==> config.mk <==
export PLATFORM = sky130hd
export DESIGN_NAME = multi_timer_service_unit
export DESIGN_NICKNAME = d
export VERILOG_FILES = /design/src/hdl/msu_pkg.sv /design/src/hdl/multi_timer_service_unit.sv /design/src/hdl/msu_front.sv /design/src/hdl/msu_back.sv
export SDC_FILE = /design/constraint.sdc
export NUM_CORES = 2
export LEC_CHECK = 0
export ABC_AREA = 1
export BUFFER_PORTS_ARGS = -buffer_cell sky130_fd_sc_hd__buf_2
export CAP_MARGIN = 15
export CORE_UTILIZATION = 30
export CTS_CLUSTER_DIAMETER = 80
export CTS_CLUSTER_SIZE = 12
export DETAILED_ROUTE_END_ITERATION = 10
export PLACE_DENSITY = 0.48
export SLEW_MARGIN = 20
export SYNTH_ARGS = -nofsm -noshare
export SYNTH_HDL_FRONTEND = slang
export SYNTH_SLANG_ARGS = --single-unit
==> constraint.sdc <==
create_clock -name clk -period 5.4 [get_ports clk]
set_input_delay 1.08 -clock clk [delete_from_list [all_inputs] [get_ports clk]]
set_output_delay 1.08 -clock clk [all_outputs]
set_load 0.01 [all_outputs]
==> src/hdl/msu_pkg.sv <==
// shared types and constants of the multi timer service unit
// no dependencies; imported by every module of the block

package msu_pkg;

	// default bank size and fixed limits
	localparam int TIMER_COUNT_DEF = 16;
	localparam int MAX_RESULTS     = 16;
	localparam int RCNT_W          = 5;
	localparam int IDX_EXT_W       = 7;
	localparam int QUEUE_DEPTH     = 2;
	localparam int QPTR_W          = 1;
	localparam logic [31:0] PERIOD_ONE = 32'd1;

	// command codes on the input beat
	typedef enum logic [2:0] {
		OP_TICK       = 3'd0,
		OP_START      = 3'd1,
		OP_STOP       = 3'd2,
		OP_SET_PERIOD = 3'd3,
		OP_SET_MODE   = 3'd4,
		OP_QUERY      = 3'd5
	} op_t;

	// result codes
	typedef enum logic [1:0] {
		KIND_EXPIRY = 2'd0,
		KIND_ACK    = 2'd1,
		KIND_QUERY  = 2'd2
	} kind_t;

	// back end sequencer states
	typedef enum logic [2:0] {
		BK_IDLE,
		BK_CMD_RD,
		BK_CMD_EXEC,
		BK_TICK,
		BK_DRAIN,
		BK_FLUSH
	} bk_state_t;

	// classified job handed from front to back
	typedef struct packed {
		op_t                    op;
		logic [3:0]             index;
		logic [IDX_EXT_W-1:0]   addr;
		logic                   idx_ok;
		logic [31:0]            payload;  // tick delta or clamped period
		logic                   one_shot;
		logic                   notify;
	} job_t;

	// one result beat
	typedef struct packed {
		logic        strobe;
		kind_t       kind;
		logic [3:0]  which;
		logic [31:0] elapsed;
		logic        running;
		logic [31:0] period;
		logic        mode;
		logic        last;
	} res_t;

endpackage

==> src/hdl/multi_timer_service_unit.sv <==
// top level of the multi timer service unit
// depends on msu_pkg, msu_front and msu_back

// A command beat is taken when start is high and busy is low; busy rises only
// while the two-entry job queue is full. Results come as one-cycle strobes and
// cannot be held off. A command passes in the back end through queue pop,
// period memory read and execute, and gives one result with last set. On a
// tick the back end walks the accumulator and period memories one timer per
// cycle through their single read port, then drains and flushes the final
// expiry, which carries last. The first tick after reset and opcodes six and
// seven are absorbed in the front end in the accept cycle and give no result;
// a tick without reported expiry gives none either.

module multi_timer_service_unit import msu_pkg::*; #(
	parameter int TIMER_COUNT = TIMER_COUNT_DEF
) (
	input  logic        clk,
	input  logic        arst_n,
	input  logic        start,
	output logic        busy,
	input  logic [2:0]  opcode,
	input  logic [3:0]  timer_index,
	input  logic [31:0] time_ms,
	input  logic [31:0] period_ms,
	input  logic        one_shot,
	input  logic        notify,
	output logic        strobe,
	output logic [1:0]  kind,
	output logic [3:0]  which_timer,
	output logic [31:0] elapsed_ms,
	output logic        is_running,
	output logic [31:0] period_out,
	output logic        mode_out,
	output logic        last
);

	logic q_valid;
	logic q_pop;
	job_t q_data;
	res_t res;

	msu_front #(.TIMER_COUNT(TIMER_COUNT)) u_front (
		.clk         (clk),
		.arst_n      (arst_n),
		.start       (start),
		.busy        (busy),
		.opcode      (opcode),
		.timer_index (timer_index),
		.time_ms     (time_ms),
		.period_ms   (period_ms),
		.one_shot    (one_shot),
		.notify      (notify),
		.q_valid     (q_valid),
		.q_data      (q_data),
		.q_pop       (q_pop)
	);

	msu_back #(.TIMER_COUNT(TIMER_COUNT)) u_back (
		.clk     (clk),
		.arst_n  (arst_n),
		.q_valid (q_valid),
		.q_data  (q_data),
		.q_pop   (q_pop),
		.res     (res)
	);

	// result beat onto the ports
	assign strobe      = res.strobe;
	assign kind        = res.kind;
	assign which_timer = res.which;
	assign elapsed_ms  = res.elapsed;
	assign is_running  = res.running;
	assign period_out  = res.period;
	assign mode_out    = res.mode;
	assign last        = res.last;

endmodule

==> src/hdl/msu_front.sv <==
// front end: accepts beats, tracks tick time, classifies and queues jobs
// depends on msu_pkg

module msu_front import msu_pkg::*; #(
	parameter int TIMER_COUNT = TIMER_COUNT_DEF
) (
	input  logic        clk,
	input  logic        arst_n,
	input  logic        start,
	output logic        busy,
	input  logic [2:0]  opcode,
	input  logic [3:0]  timer_index,
	input  logic [31:0] time_ms,
	input  logic [31:0] period_ms,
	input  logic        one_shot,
	input  logic        notify,
	output logic        q_valid,
	output job_t        q_data,
	input  logic        q_pop
);

	logic                started_q;
	logic [31:0]         prev_time_q;
	job_t                fifo_q [QUEUE_DEPTH];
	logic [QPTR_W-1:0]   wptr_q;
	logic [QPTR_W-1:0]   rptr_q;
	logic [QPTR_W:0]     count_q;
	logic                accept;
	logic                push;
	job_t                push_data;
	logic [IDX_EXT_W-1:0] idx_ext;

	assign busy    = (count_q == (QPTR_W + 1)'(QUEUE_DEPTH));
	assign accept  = start && !busy;
	assign q_valid = (count_q != '0);
	assign q_data  = fifo_q[rptr_q];
	assign idx_ext = IDX_EXT_W'(timer_index);

	// classify the accepted beat
	always_comb begin
		push_data.op       = op_t'(opcode);
		push_data.index    = timer_index;
		push_data.addr     = idx_ext;
		push_data.idx_ok   = (idx_ext < IDX_EXT_W'(TIMER_COUNT));
		push_data.one_shot = one_shot;
		push_data.notify   = notify;
		push_data.payload  = (period_ms == '0) ? PERIOD_ONE : period_ms;
		push = 1'b0;
		case (opcode)
			OP_TICK: begin
				push_data.payload = time_ms - prev_time_q;
				push = accept && started_q;
			end
			OP_START, OP_STOP, OP_SET_PERIOD, OP_SET_MODE, OP_QUERY: begin
				push = accept;
			end
			default: begin
				push = 1'b0;
			end
		endcase
	end

	// tick time tracking
	always_ff @(posedge clk or negedge arst_n) begin
		if (!arst_n) begin
			started_q   <= 1'b0;
			prev_time_q <= '0;
		end else if (accept && opcode == OP_TICK) begin
			started_q   <= 1'b1;
			prev_time_q <= time_ms;
		end
	end

	// queue pointers
	always_ff @(posedge clk or negedge arst_n) begin
		if (!arst_n) begin
			wptr_q  <= '0;
			rptr_q  <= '0;
			count_q <= '0;
		end else begin
			if (push) wptr_q <= wptr_q + 1'b1;
			if (q_pop) rptr_q <= rptr_q + 1'b1;
			count_q <= count_q + (QPTR_W + 1)'(push) - (QPTR_W + 1)'(q_pop);
		end
	end

	// queue storage
	always_ff @(posedge clk) begin
		if (push) fifo_q[wptr_q] <= push_data;
	end

endmodule

==> src/hdl/msu_back.sv <==
// back end: executes commands and walks the timer bank on each tick
// depends on msu_pkg; holds the accumulator and period memories

module msu_back import msu_pkg::*; #(
	parameter int TIMER_COUNT = TIMER_COUNT_DEF
) (
	input  logic clk,
	input  logic arst_n,
	input  logic q_valid,
	input  job_t q_data,
	output logic q_pop,
	output res_t res
);

	localparam int IW = (TIMER_COUNT > 1) ? $clog2(TIMER_COUNT) : 1;

	bk_state_t state_q, state_d;
	job_t      job_q;
	logic [IW-1:0] walk_q;
	logic [IW-1:0] rd_addr;
	logic          walk_end;

	// memories
	logic [31:0] acc_mem [TIMER_COUNT];
	logic [31:0] per_mem [TIMER_COUNT];
	logic [31:0] acc_rd_s1;
	logic [31:0] per_rd_s1;
	logic        v_s1;
	logic [IW-1:0] idx_s1;

	// per timer flags
	logic [TIMER_COUNT-1:0] running_q;
	logic [TIMER_COUNT-1:0] oneshot_q;
	logic [TIMER_COUNT-1:0] notify_q;
	logic [TIMER_COUNT-1:0] per_valid_q;

	// write ports
	logic          acc_we;
	logic [IW-1:0] acc_wa;
	logic [31:0]   acc_wd;
	logic          per_we;

	// tick walk datapath
	logic [32:0] sum1;
	logic [31:0] accn1;
	logic [31:0] per1;
	logic        run1;
	logic        exp1;
	logic        report1;
	res_t        exp_res;

	// command datapath
	logic [IW-1:0] t_cmd;
	logic          cur_run;
	logic [31:0]   cur_per;
	logic          cur_mode;
	res_t          cmd_res;

	// reporting
	res_t             pend_q;
	logic             pend_v_q;
	logic [RCNT_W-1:0] n_q;
	res_t             res_q;
	res_t             res_d;

	assign res      = res_q;
	assign walk_end = (walk_q == IW'(TIMER_COUNT - 1));
	assign t_cmd    = job_q.addr[IW-1:0];

	// state register
	always_ff @(posedge clk or negedge arst_n) begin
		if (!arst_n) begin
			state_q <= BK_IDLE;
		end else begin
			state_q <= state_d;
		end
	end

	// next state and sequencer controls
	always_comb begin
		state_d = state_q;
		q_pop   = 1'b0;
		rd_addr = t_cmd;
		case (state_q)
			BK_IDLE: begin
				if (q_valid) begin
					q_pop   = 1'b1;
					state_d = (q_data.op == OP_TICK) ? BK_TICK : BK_CMD_RD;
				end
			end
			BK_CMD_RD:   state_d = BK_CMD_EXEC;
			BK_CMD_EXEC: state_d = BK_IDLE;
			BK_TICK: begin
				rd_addr = walk_q;
				if (walk_end) state_d = BK_DRAIN;
			end
			BK_DRAIN: state_d = BK_FLUSH;
			BK_FLUSH: state_d = BK_IDLE;
			default:  state_d = BK_IDLE;
		endcase
	end

	// job register and walk counter
	always_ff @(posedge clk or negedge arst_n) begin
		if (!arst_n) begin
			walk_q <= '0;
			v_s1   <= 1'b0;
		end else begin
			v_s1 <= (state_q == BK_TICK);
			if (state_q == BK_TICK) walk_q <= walk_end ? '0 : walk_q + 1'b1;
		end
	end

	always_ff @(posedge clk) begin
		if (q_pop) job_q <= q_data;
		idx_s1 <= walk_q;
	end

	// memory read, registered
	always_ff @(posedge clk) begin
		acc_rd_s1 <= acc_mem[rd_addr];
		per_rd_s1 <= per_mem[rd_addr];
	end

	// memory write
	always_ff @(posedge clk) begin
		if (acc_we) acc_mem[acc_wa] <= acc_wd;
		if (per_we) per_mem[t_cmd] <= job_q.payload;
	end

	// saturating accumulate and expiry check for the walked timer
	always_comb begin
		run1    = running_q[idx_s1];
		per1    = per_valid_q[idx_s1] ? per_rd_s1 : PERIOD_ONE;
		sum1    = {1'b0, acc_rd_s1} + {1'b0, job_q.payload};
		accn1   = sum1[32] ? '1 : sum1[31:0];
		exp1    = v_s1 && run1 && (accn1 >= per1);
		report1 = exp1 && notify_q[idx_s1] && (n_q < RCNT_W'(MAX_RESULTS));
		exp_res.strobe  = 1'b1;
		exp_res.kind    = KIND_EXPIRY;
		exp_res.which   = 4'(idx_s1);
		exp_res.elapsed = accn1;
		exp_res.running = !oneshot_q[idx_s1];
		exp_res.period  = per1;
		exp_res.mode    = oneshot_q[idx_s1];
		exp_res.last    = 1'b0;
	end

	// command result as seen after the operation
	always_comb begin
		cur_run  = running_q[t_cmd];
		cur_per  = per_valid_q[t_cmd] ? per_rd_s1 : PERIOD_ONE;
		cur_mode = oneshot_q[t_cmd];
		cmd_res.strobe  = 1'b1;
		cmd_res.kind    = (job_q.op == OP_QUERY) ? KIND_QUERY : KIND_ACK;
		cmd_res.which   = job_q.index;
		cmd_res.elapsed = '0;
		cmd_res.running = cur_run;
		cmd_res.period  = cur_per;
		cmd_res.mode    = cur_mode;
		cmd_res.last    = 1'b1;
		case (job_q.op)
			OP_START:      cmd_res.running = 1'b1;
			OP_STOP:       cmd_res.running = 1'b0;
			OP_SET_PERIOD: cmd_res.period  = job_q.payload;
			OP_SET_MODE:   cmd_res.mode    = job_q.one_shot;
			default:       cmd_res.kind    = cmd_res.kind;
		endcase
		if (!job_q.idx_ok) begin
			cmd_res.running = 1'b0;
			cmd_res.period  = PERIOD_ONE;
			cmd_res.mode    = 1'b0;
		end
	end

	// accumulator and period write selection
	always_comb begin
		acc_we = 1'b0;
		acc_wa = idx_s1;
		acc_wd = exp1 ? '0 : accn1;
		per_we = 1'b0;
		if (v_s1 && run1) begin
			acc_we = 1'b1;
		end else if (state_q == BK_CMD_EXEC && job_q.idx_ok) begin
			acc_wa = t_cmd;
			acc_wd = '0;
			acc_we = (job_q.op == OP_START && !cur_run) ||
				(job_q.op == OP_SET_PERIOD && cur_run);
			per_we = (job_q.op == OP_SET_PERIOD);
		end
	end

	// timer flags
	always_ff @(posedge clk or negedge arst_n) begin
		if (!arst_n) begin
			running_q   <= '0;
			oneshot_q   <= '0;
			notify_q    <= '0;
			per_valid_q <= '0;
		end else begin
			if (exp1 && oneshot_q[idx_s1]) running_q[idx_s1] <= 1'b0;
			if (state_q == BK_CMD_EXEC && job_q.idx_ok) begin
				case (job_q.op)
					OP_START:      running_q[t_cmd] <= 1'b1;
					OP_STOP:       running_q[t_cmd] <= 1'b0;
					OP_SET_PERIOD: per_valid_q[t_cmd] <= 1'b1;
					OP_SET_MODE: begin
						oneshot_q[t_cmd] <= job_q.one_shot;
						notify_q[t_cmd]  <= job_q.notify;
					end
					default: running_q <= running_q;
				endcase
			end
		end
	end

	// next result beat: command result, a displaced expiry or the final expiry
	always_comb begin
		res_d        = res_q;
		res_d.strobe = 1'b0;
		if (state_q == BK_CMD_EXEC) res_d = cmd_res;
		if (report1 && pend_v_q) res_d = pend_q;
		if (state_q == BK_FLUSH && pend_v_q) begin
			res_d      = pend_q;
			res_d.last = 1'b1;
		end
	end

	// result beats: expiries wait in a pending slot until the next one or the walk end
	always_ff @(posedge clk or negedge arst_n) begin
		if (!arst_n) begin
			res_q    <= '0;
			pend_q   <= '0;
			pend_v_q <= 1'b0;
			n_q      <= '0;
		end else begin
			res_q <= res_d;
			if (report1) begin
				pend_q   <= exp_res;
				pend_v_q <= 1'b1;
				n_q      <= n_q + 1'b1;
			end else if (state_q == BK_FLUSH) begin
				pend_v_q <= 1'b0;
				n_q      <= '0;
			end
		end
	end

endmodule

After elaboration in Yosys (flattened, before gate mapping) --
Memories as Yosys holds them, arrays and structs flattened. A register that Yosys moved wholly into a read port is not among the register bits. Index checks and enable logic that the tools add are counted.
Cells by class: add/sub/neg operators 8, bitwise logic cells 6, equality and inequality tests 20, $lt $le $gt $ge 7, muxes and demuxes 64, reductions and logical operators 31
Operator list (count):
- 32-bit 2-to-1 mux | 9
- 74-bit 2-to-1 mux | 3
- 16-bit one-hot mux with 3 select lines | 1
- 34-bit 2-to-1 mux | 1
- 32-bit by 32-bit adder with 33-bit output | 1
- 16-bit bitwise AND | 2
- 16-bit bitwise mux | 2
- 32-bit greater-or-equal comparator | 1
- 32-bit zero test | 1
- 16-bit 2-to-1 mux | 2
- 16-bit inverter | 2
- 16-bit OR | 2
- 32-bit subtractor | 1
- 1-bit binary-select mux with 4-bit select | 7
- 1-bit 2-to-1 mux | 24
- 3-bit by 2-bit == test with 1-bit output, second input constant | 6
- 3-bit == test, second input constant | 6
- 4-bit 2-to-1 mux | 4
- 1-bit logical AND | 15
- 4-bit by 5-bit < comparator with 1-bit output, second input constant | 3
- 3-bit one-hot mux with 4 select lines | 1
- 5-bit 2-to-1 mux | 2
- 3-bit by 1-bit == test with 1-bit output, second input constant | 3
- 3-bit zero test | 3
- 23 further kinds | 34
Word-level totals: word-level logic and storage cells 175, memory bits (writable) 1116, bits of input ports 76, flip-flop bits (word level) 310, output and inout bits 75, memories 3
Memory list:
- u_back.acc_mem | depth 16, bits a word 32, read ports 1, clocked after Yosys merged registers in 1, write ports 1, line msu_back.sv:24 | logic [31:0] acc_mem [TIMER_COUNT];
- u_back.per_mem | depth 16, bits a word 32, read ports 1, clocked after Yosys merged registers in 1, write ports 1, line msu_back.sv:25 | logic [31:0] per_mem [TIMER_COUNT];
- u_front.fifo_q | depth 2, bits a word 46, read ports 1, clocked after Yosys merged registers in 0, write ports 1, line msu_front.sv:24 | job_t fifo_q [QUEUE_DEPTH];

Logic depth before layout (Yosys ltp) --
depth in word-level cells 10, gate-level depth with buffers 32, gate-level depth less buffers 28

Cells and area by module --
A second synthesis with hierarchy kept.
Second synthesis, totals: cells, all modules 5801, area total of the unflattened synthesis 63384.5 µm²
By module, submodules not included:
- msu_back | sequential area each 39072.5 µm², times used 1, area each 56038.7 µm², cells each 4896
- msu_front | sequential area each 3388.2 µm², times used 1, area each 7345.8 µm², cells each 905

Worst setup path before layout --
No wires, ideal clock.
kind register to register, start register u_back.job_q[48] (netlist bit), end memory u_back.per_mem[1][0] (enable), stages on the path, launching flop included 7, buffers on the path 1, required time 4898 ps, period minus slack after synthesis 4882 ps, slack 518 ps, library setup time 502 ps, arrival time 4380 ps, path through edfxtp_1 -> inv_1 -> nand2_1 -> nor2_1 -> clkinv_1 -> clkbuf_1 -> nor4_1
Between the ends: word-level cells in the longest chain between the ends 5
Ends and longest elaborated chain:
- from (decl) | line msu_back.sv:18 | job_t job_q;
- from (signal assigned) | line msu_back.sv:115 | if (q_pop) job_q <= q_data;
- 3-bit by 2-bit == test with 1-bit output | line msu_back.sv:189 | per_we = (job_q.op == OP_SET_PERIOD);
- 1-bit 2-to-1 mux | line msu_back.sv:184 | end else if (state_q == BK_CMD_EXEC && job_q.idx_ok) begin
- 1-bit 2-to-1 mux | line msu_back.sv:182 | if (v_s1 && run1) begin
- 1-bit 2-to-1 mux | line msu_back.sv:128 | if (per_we) per_mem[t_cmd] <= job_q.payload;
- 1-bit 2-to-1 mux (implied by the code) | line msu_back.sv:128
- to (decl) | line msu_back.sv:25
Every way passes these cells.

Final worst setup path --
start register u_back.job_q[2] (netlist bit), end memory u_back.acc_mem[1][24], data pin
Between the ends: word-level cells in the longest chain between the ends 7
Ends and longest elaborated chain:
- 32-bit by 32-bit adder with 33-bit output (*) | line msu_back.sv:135 | sum1 = {1'b0, acc_rd_s1} + {1'b0, job_q.payload};
- 32-bit 2-to-1 mux (*) | line msu_back.sv:136 | accn1 = sum1[32] ? '1 : sum1[31:0];
- net u_back.accn1[10] | line msu_back.sv:45 | logic [31:0] accn1;
- 32-bit greater-or-equal comparator (*) | line msu_back.sv:137 | exp1 = v_s1 && run1 && (accn1 >= per1);
- 1-bit logical AND (*) | line msu_back.sv:137
- 32-bit 2-to-1 mux (*) | line msu_back.sv:180 | acc_wd = exp1 ? '0 : accn1;
- 32-bit 2-to-1 mux | line msu_back.sv:184
- 32-bit 2-to-1 mux (*) | line msu_back.sv:182
- net u_back.acc_wd[24] | line msu_back.sv:40 | logic [31:0] acc_wd;
- to (decl) | line msu_back.sv:24
Mark *: on every way through the listed nets, which the timed path passes. The rest lies on a longest branch.

==> reports/metrics.csv <==
metric,value,unit
slowest_delay,500,ps
grt_pass1_wl,301800,µm
drtPass1Iterations,6,
cp.required,5900,ps
fin_skew,38.96,ps
finalWirelength,209700,µm
place_congestion,0.9183,
die_w,458.7,µm
ctsResizeCount,0,
grt_remaining_overflow,0,
path_class,flop to flop,
synth.top_cell.area_share,55.04,%
utilization,34.84,%
postRouteAntennaNets,0,
maxCapViolCount,0,
status,"finished, final reports clean",
yosysTopAreaCell,edfxtp_1,
slew_violations,0,
period_share,94.38,%
cp_top_family,simple AND/OR/NAND/NOR gates,
cp_max_fo,16,
slowest_stage,nor2_2,
synth_compound_area_share,12.40,%
track_usage,19.54,%
cts_hold_buffers,0,
cts-htree-levels,4,
synth_flop_cell,edfxtp_1,
dp.cells,8468,
synth-seq-cells,1475,
synth-adder-area-share,2.043,%
num_rows,167,
synth_most_common_cell,edfxtp_1,
cts_tree,built,
timing.hold.ws,177.9,ps
stdcell_area,72210,µm²
drt_iter0_markers,4884,
finalPower,49.70,mW
synth_seq_area_share,67.61,%
holdCritPathClass,input pin to async pin,
synth_edf_count,1147,
place_ws,187.1,ps
cp.buffers_inverters,4,
cts_buffers,143,
grt_pass1_vias,42849,
crit_top_cell,nand2_1,
start_util,30.19,%
placed_area,67820,µm²
ir_drop,708.2,µV
die_h,458.7,µm
path_clk_slew,70,ps
routed_via_density,5.133,
via_count,44792,
power.density,688.3,nW/µm²
antenna_found_initial,8,
rsz0062_at_grt,yes,
syn-num-nets,5822,
cts.sinks,1475,
leakage,26.41,nW
worst_setup_path_start_kind,flop,
multi_input_area,18350,µm²
fmax,196.2,MHz
synth_cell_type_count,54,
synth_area_leaders,"edfxtp_1 55%, dfrtp_1 10%, nand2_1 6.1%, o21ai_0 5.5%, nor2_1 4.7%",
fillCellCount,20908,
synth-xor-area-share,0.5178,%
cts_setup_buffers,0,
synth_top_family_by_area,simple AND/OR/NAND/NOR gates,
insertion_delay,800,ps
dp_hpwl,127400,µm
tns,0,ps
r2r_setup_slack,300,ps
drive_gt1_share,10.22,%
worstPathArrival,5600,ps
syn2layout_area_growth,15.38,%
synthTopCellsByCount,"1147 x edfxtp_1, 1016 x nand2_1, 782 x nor2_1",
syn_area_per_cell,11.09,µm²
final_cells,8727,
worstMarginPinSlew,1107,ps
ys_warn_count,0,
synthArstFlopShare,17.63,%
endpoint_kind,flop,
synth_area,62580,µm²
drc,0,
synth_simple_gate_area_share,13.57,%
layout_setup_ws,303.5,ps
final-seq-area,42310,µm²
io_pins,151,
hold_viol_final,0,
portBuffers,150,
slew_headroom,26.19,%
nets,6003,
setup_viol,0,
die-area,210400,µm²
cts.path.max_buffers,3,
wl_per_cell,24.02,µm
clockRootBuffer,clkbuf_16,
fin_crit,5097,ps
coreArea,207300,µm²
netlist_instances,5645,
synth_mux_area_share,0.1339,%
grt_max_degree,190,
## metal layers
metal / GRT usage [%] / vias to the layer above / share of wire, %
met5: 0 / - / 0.0033
met4: 4.373 / 2 / 2.0
met3: 3.076 / 256 / 6.8
met2: 30.70 / 1522 / 46
met1: 28.19 / 22515 / 46
li1: - / 20497 / -
## where the power goes
part	switching (mW)	total, mW	internal [mW]
combinational	16.7	22.8	6.04
sequential	0.853	17.4	16.5
clock	4.39	9.55	5.15
## flip-flops by register name (all words and copies together), names as in the netlist, 2 cells and up
signal / cells
u_back.state_q: 3
u_back.per_rd_s1: 32
u_back.acc_mem: 512
u_back.idx_s1: 4
u_back.per_valid_q: 16
u_front.prev_time_q: 32
u_back.acc_rd_s1: 32
u_back.per_mem: 512
u_back.notify_q: 16
u_back.res: 74
u_back.walk_q: 4
u_back.pend_q: 71
u_back.job_q: 41
u_front.fifo_q: 82
u_back.n_q: 5
u_back.oneshot_q: 16
u_front.count_q: 2
u_back.running_q: 16
## area by class of cell
| class | instances | area share (%) |
|---|---|---|
| inverters | 289 | 1.528 |
| repair buffers | 344 | 3.745 |
| multi-input cells | 3573 | 25.41 |
| clock buffers | 239 | 5.573 |
| flip-flops and latches | 1475 | 58.60 |
| well taps | 2788 | 4.831 |
| diodes | 2 | 0.006931 |
| clock inverters | 17 | 0.3067 |
## final timing paths
kind                             startpoint                     to  depth (start not counted)
max                         u_back.job_q[2]  u_back.acc_mem[1][24]                         25
min                                  arst_n    u_back.running_q[3]                          1
max reg2reg                 u_back.job_q[2]  u_back.acc_mem[1][24]                         25
min reg2reg                u_back.walk_q[3]       u_back.idx_s1[3]                          0
max in group asynchronous            arst_n      u_back.pend_q[52]                          2
min in group clk           u_back.walk_q[3]       u_back.idx_s1[3]                          0
## cells by family (layout without fill, tap and decap cells)
| family | count (synthesis) | in the layout |
|---|---|---|
| AOI/OAI and AO/OA | 1314 | 1314 |
| xor gates and xnor gates | 37 | 37 |
| adders and majority gates | 101 | 101 |
| buffers and inverters | 597 | 889 |
| DFF | 1475 | 1475 |
| muxes | 8 | 8 |
| other | 0 | 2 |
| and+or+nand+nor | 2113 | 2113 |
## cells in the final DEF (no fill, tap or decap), types with 147 or more instances in the layout
cell,count
nor2_1,735
nand3_1,187
o21ai_0,689
dfrtp_1,260
clkbuf_16,147
buf_2,149
buf_4,155
nand2_1,1015
o221ai_1,180
inv_1,272
edfxtp_1,1147
(Power assumes the default switching activity.)
